$ cat src/rtl/core/curve_code_threshold_match_macros.svh
// Assertion helpers for the file that checks its own logic.
`ifndef CURVE_CODE_THRESHOLD_MATCH_MACROS_SVH
`define CURVE_CODE_THRESHOLD_MATCH_MACROS_SVH

// The consequent must hold in the same cycle as the antecedent.
`define CCTM_ASSERT_SAME(label, clk, rst, ante, cons) \
   label: assert property (@(posedge clk) disable iff (rst) (ante) |-> (cons)) \
      else $error("%m: same-cycle check failed");

// The consequent must hold in the cycle after the antecedent.
`define CCTM_ASSERT_NEXT(label, clk, rst, ante, cons) \
   label: assert property (@(posedge clk) disable iff (rst) (ante) |=> (cons)) \
      else $error("%m: next-cycle check failed");

`endif

$ cat src/rtl/core/cctm_pkg.sv
`timescale 1ns / 1ps

package cctm_pkg;

   localparam int DICT_CODES  = 32;
   localparam int CODE_POINTS = 16;
   localparam int COORD_BITS  = 16;

   localparam int CODE_BITS   = $clog2(DICT_CODES);
   localparam int POINT_BITS  = $clog2(CODE_POINTS);
   localparam int CCNT_BITS   = $clog2(DICT_CODES + 1);
   localparam int PCNT_BITS   = $clog2(CODE_POINTS + 1);
   localparam int STORE_DEPTH = DICT_CODES * CODE_POINTS;
   localparam int ADDR_BITS   = $clog2(STORE_DEPTH);
   localparam int ENTRY_BITS  = 2 * COORD_BITS;
   localparam int ERR_BITS    = 16;

   localparam logic OP_LOAD  = 1'b0;
   localparam logic OP_QUERY = 1'b1;

   localparam logic [1:0] REG_MAX_ERROR     = 2'd0;
   localparam logic [1:0] REG_POINTS_IN_USE = 2'd1;
   localparam logic [1:0] REG_CODES_IN_USE  = 2'd2;

endpackage

$ cat src/rtl/core/cctm_point_cmp.sv
`timescale 1ns / 1ps

// Chebyshev test of one query point against one stored point: both
// coordinate distances must be strictly below the limit.
module cctm_point_cmp (
   input  logic signed [cctm_pkg::COORD_BITS-1:0] query_x,
   input  logic signed [cctm_pkg::COORD_BITS-1:0] query_y,
   input  logic signed [cctm_pkg::COORD_BITS-1:0] entry_x,
   input  logic signed [cctm_pkg::COORD_BITS-1:0] entry_y,
   input  logic        [cctm_pkg::ERR_BITS-1:0]   max_error,
   output logic                                   hit
);

   localparam int DW = cctm_pkg::COORD_BITS + 1;

   logic signed [DW-1:0] diff_x;
   logic signed [DW-1:0] diff_y;
   logic        [DW-1:0] abs_x;
   logic        [DW-1:0] abs_y;
   logic        [DW-1:0] limit;

   always_comb begin
      diff_x = DW'(query_x) - DW'(entry_x);
      diff_y = DW'(query_y) - DW'(entry_y);
      // The magnitude of a DW-bit difference fits DW unsigned bits.
      abs_x  = diff_x[DW-1] ? DW'(-diff_x) : DW'(diff_x);
      abs_y  = diff_y[DW-1] ? DW'(-diff_y) : DW'(diff_y);
      limit  = DW'(max_error);
      hit    = (abs_x < limit) && (abs_y < limit);
   end

endmodule

$ cat config.mk
export PLATFORM = sky130hd
export DESIGN_NAME = cctm_point_cmp
export DESIGN_NICKNAME = d
export VERILOG_FILES = /design/src/rtl/core/curve_code_threshold_match_macros.svh /design/src/rtl/core/cctm_pkg.sv /design/src/rtl/core/cctm_point_cmp.sv
export SDC_FILE = /design/constraint.sdc
export NUM_CORES = 1
export LEC_CHECK = 0
export BUFFER_PORTS_ARGS = -buffer_cell sky130_fd_sc_hd__buf_2
export CAP_MARGIN = 20
export CORE_ASPECT_RATIO = 1.5
export CORE_MARGIN = 1
export CORE_UTILIZATION = 52
export DETAILED_ROUTE_END_ITERATION = 6
export PLACE_DENSITY = 0.81
export SLEW_MARGIN = 30
export SYNTH_ARGS = -nofsm -noshare
export SYNTH_HDL_FRONTEND = slang
export SYNTH_SLANG_ARGS = --single-unit
$ cat constraint.sdc
create_clock -name vclk -period 5.7
set_input_delay 0.855 -clock vclk [all_inputs]
set_output_delay 0.855 -clock vclk [all_outputs]
set_load 0.05 [all_outputs]
== Yosys cells after proc, flatten, opt, wreduce, memory -nomap -nowiden ==
Cells that the tools add are included.

* Add/subtract/negate cells: 4
* Multipliers: 0
* Divide/modulo/power cells: 0
* Magnitude comparators: 2
* Equal/unequal tests: 0
* Shifts and indexed selects: 0
* Mux-type cells: 2
* Bitwise gates (word level): 0
* Reductions and logical operators: 1

{| class="wikitable"
|+ Operator list
! cell !! count
|-
| 17-bit by 16-bit < comparator with 1-bit output || 2
|-
| 17-bit 2-to-1 mux || 2
|-
| 17-bit negation || 2
|-
| 16-bit by 16-bit subtractor with 17-bit output || 2
|-
| 1-bit logical AND || 1
|}

* Register bits after elaboration: 0
* Latch bits: 0
* Memory bits (writable): 0
* Bits in read-only memories: 0
* Memories: 0

== Logic depth before layout (Yosys ltp) ==
* Depth after elaboration: 5
* Gate-level depth with buffers: 23

== Least setup slack after synthesis ==
No wires, ideal clock.

* Kind: input -> output
* From: in query_y[0] (netlist bit)
* To: out hit
* Arrival time: 5.387 ns
* Required time: 4.845 ns
* Setup slack: -0.542 ns
* Stages: 23
* Buffers on the path: 1
* Cells stage by stage: inv_1 ha_1 fa_1 and2b_4 o2111ai_2 a211o_1 a31oi_4 nand3_1 a21boi_0 o22ai_1 clkbuf_1 nand2_1 o21ai_0 ha_1 a21boi_0 o21a_1 o21a_1 o21ai_0 a211oi_1 o21ai_0 o211ai_1 a41o_1 a41oi_1

* Longest elaborated chain between the ends: 5

{| class="wikitable"
|+ RTL lines
! element !! RTL line !! text
|-
| start: declaration || cctm_point_cmp.sv:7 || <nowiki>input logic signed [cctm_pkg::COORD_BITS-1:0] query_y,</nowiki>
|-
| 16-bit by 16-bit subtractor with 17-bit output (*) || cctm_point_cmp.sv:24 || <nowiki>diff_y = DW'(query_y) - DW'(entry_y);</nowiki>
|-
| 17-bit negation || cctm_point_cmp.sv:27 || <nowiki>abs_y = diff_y[DW-1] ? DW'(-diff_y) : DW'(diff_y);</nowiki>
|-
| 17-bit 2-to-1 mux (*) || cctm_point_cmp.sv:27 ||
|-
| 17-bit by 16-bit < comparator with 1-bit output (*) || cctm_point_cmp.sv:29 || <nowiki>hit = (abs_x < limit) && (abs_y < limit);</nowiki>
|-
| 1-bit logical AND (*) || cctm_point_cmp.sv:29 ||
|-
| end: declaration || cctm_point_cmp.sv:11 || <nowiki>output logic hit</nowiki>
|}

Mark *: on every way between the ends. The rest lies on a longest branch, timed or not.

== Worst setup path after layout ==
* From: in entry_y[0] (netlist bit)
* To: out hit

* Longest elaborated chain between the ends: 5

{| class="wikitable"
|+ RTL lines
! element !! RTL line !! text
|-
| start: declaration || cctm_point_cmp.sv:9 || <nowiki>input logic signed [cctm_pkg::COORD_BITS-1:0] entry_y,</nowiki>
|-
| 16-bit by 16-bit subtractor with 17-bit output (*) || cctm_point_cmp.sv:24 ||
|-
| 17-bit negation || cctm_point_cmp.sv:27 ||
|-
| 17-bit 2-to-1 mux (*) || cctm_point_cmp.sv:27 ||
|-
| 17-bit by 16-bit < comparator with 1-bit output (*) || cctm_point_cmp.sv:29 ||
|-
| 1-bit logical AND (*) || cctm_point_cmp.sv:29 ||
|}

Marks and branches as above.

==> impl_metrics.py <==
metrics = {
    "logic_synthesis": {
        "synth.distinct_cells": 63,
        "post-synth-top-count-cell": "ha_1",
        "netlist_area_sq_um": 3250,
        "synth_common_cells": "64 x ha_1, 60 x inv_1, 39 x xnor2_1, 35 x a21oi_1, 35 x nor2_1",
        "syn_inst": 463,
        "syn-num-nets": 609,
        "syn_area_per_cell_sq_um": 7.02,
        "yosys_warnings": 0,
        "synth_top_cell_by_area": "ha_1",
        "synth_seq_area_share": 0,
        "synth_top_area_share": 0.246,
        "synth_area_leaders": "ha_1 25%, xnor2_1 11%, inv_1 6.9%, a21oi_1 5.4%, o21ai_0 4.2%",
    },
    "critical_path": {
        "crit_arrival_ps": 5020,
        "worst-setup-path-type": "primary input to output port",
        "crit_path_top_delay_cell": "fa_2",
        "startpoint": "entry_y[0]",
        "critPathMaxFanout": 3,
        "max_stage_delay_ps": 360,
        "cp_common_cell": "buf_6",
        "timing.critical_path.buf_inv": 5,
        "crit_end": "hit",
        "cp_num_cells": 22,
        "crit_required_ps": 4850,
        "crit_path_start_kind": "primary input",
        "crit_family": "compound AO/OA/AOI/OAI gates",
        "crit_chain": "buf_6 -> ha_4 -> fa_2 -> and2b_4 -> o2111ai_4 -> a211o_1 -> a31oi_4 -> buf_6 -> xnor2_2 -> or3_1 -> a21o_1 -> buf_4 -> buf_4 -> o31ai_4 -> xor2_1 -> ha_1 -> o21a_1 -> o21ai_2 -> o211ai_1 -> a41o_1 -> a41oi_4 -> buf_6",
        "cp-end-kind": "output port",
    },
    "placement": {
        "place_congestion": 0.845,
        "port_buffers": 81,
        "place_area_sq_um": 4190,
        "dp_hpwl_mm": 7.33,
    },
    "power": {
        "power_frac_seq": 0,
        "p_sw_frac": 0.509,
        "p_int_w": 0.000353,
        "power_frac_comb": 1.000,
        "p_clk_frac": 0,
        "vdd_drop_max_mv": 0.0824,
        "p_leak_nw": 2.25,
        "switchingPower_w": 0.000365,
        "power_w": 0.000718,
        "power_density_nw_per_um2": 161,
    },
    "sta": {
        "fin_crit_sh": 1.03,
        "fin_tns_setup_ps": -173,
        "drv_slew": 0,
        "grt_setup_unrepaired": "true",
        "holdWs_ps": 2490,
        "worst_pin_slew_ps": 455,
        "setup_viol": 1,
        "fmax_mhz": 170,
        "finalHoldViolations": 0,
        "fin_crit_ps": 5870,
        "relSlewSlack": 0.696,
        "worst_slack_ps": -173,
    },
    "route": {
        "drt_iter0_markers": 104,
        "wire_per_inst_um": 13.8,
        "ant_nets": 0,
        "avgViaCountPerCell": 5.80,
        "routed-via-count": 3883,
        "wl_mm": 9.26,
        "drc": 0,
        "dr.pass1.iters": 4,
    },
    "global_routing": {
        "grt_max_degree": 10,
        "grt_pass1_wl_mm": 14.2,
        "antenna_found_initial": 0,
        "grt_pass1_vias": 3737,
        "track_usage": 0.260,
        "grt_overflow": 0,
    },
    "job": {
        "max_cap_viol_count": 0,
    },
    "final_layout": {
        "drive_above_1_share": 0.329,
        "design.seq.count": 0,
        "multiInputGateArea_sq_um": 3210,
        "nets": 746,
        "seq_area_sq_um": 0,
        "clkbuf_count": 0,
        "n_fill_cell": 429,
        "n_antenna_cell": 0,
        "syn_to_final_growth_pct": 37.4,
        "final_area_sq_um": 4470,
    },
    "die": {
        "pin_count": 81,
        "die_w_um": 66.6,
        "start_util": 0.550,
        "num_rows": 34,
        "dieArea_sq_um": 6580,
        "die_h_um": 98.9,
        "core_sq_um": 5910,
    },
    "run_status": {
        "status": "finished with violations",
        "failed_checks": "negative setup slack",
    },
    "hold_path": {
        "min_path_type": "primary input to output port",
    },
    "clock_network": {
        "ctsHoldBuffers": 0,
    },
}
-- cells in the final DEF (no fill, tap or decap), drive strengths merged, types with 11 or more instances in the layout --
cell type	Yosys	layout
xnor2	39	39
nand2	26	26
buf	2	149
a21o	12	12
nor2	35	35
a21oi	36	36
o21a	17	17
ha	64	64
o21ai	29	29
xor2	12	12
inv	60	60
nand3	11	11
-- tightest hold or removal path, stage by stage --
cell	delay, ps
buf_2	90
inv_1	70
ha_1	150
nor2_1	40
o211ai_1	80
a41o_1	150
a41oi_4	40
buf_6	150
-- power by group through the flow --
stage	registers [W]	clock network, W	logic (W)
3_3_place_gp	0	0	0.000625
2_1_floorplan	0	0	0.000458
4_1_cts	0	0	0.000681
5_1_grt	0	0	0.000791
3_5_place_dp	0	0	0.000651
6_report	0	0	0.000718
-- per-stage QoR --
| stage | util | cells | setup WS [ps] |
|---|---|---|---|
| 2_1_floorplan | - | 463 | 8.40 |
| 3_3_place_gp | 0.708 | 665 | -316 |
| 3_5_place_dp | 0.708 | 665 | -491 |
| 4_1_cts | 0.728 | 668 | -234 |
| 5_1_grt | 0.756 | 670 | -329 |
| 6_report | 0.756 | 670 | -173 |
-- area by class of cell --
| cell class | instances | area share |
|---|---|---|
| Inverter | 60 | 0.0504 |
| Tap cell | 72 | 0.0202 |
| Timing Repair Buffer | 149 | 0.211 |
| Multi-Input combinational cell | 389 | 0.719 |
-- repair_timing --
item,CTS,global route
pin swaps,15,11
setup buffers,3,2
resized for setup,22,34
cloned,0,0
setup endpoints to repair,1,1
-- routing by layer --
metal | wire length (um) | track usage | up-vias
met2 | 5260 | 0.535 | 120
met1 | 3370 | 0.243 | 1780
met3 | 230 | 0.0116 | 45
met5 | 0 | 0 | -
met4 | 404 | 0.123 | 0
li1 | - | - | 1938
-- worst min path at each step --
stage                  startpoint  endpoint  slack (ps)  cells past startpoint
finish              max_error[15]       hit        2490                      8
global route          query_y[15]       hit        2540                      5
CTS                   query_y[15]       hit        2480                      5
detailed placement    query_y[15]       hit        2520                      5
global placement      query_y[15]       hit        2510                      5
floorplan           max_error[15]       hit        2230                      6
-- logic make-up after synthesis --
family | synth area share
compound gates | 0.324
xor+xnor | 0.137
buf+inv | 0.0866
fa+ha+maj | 0.259
simple gates | 0.194
(Power assumes the default switching activity.)
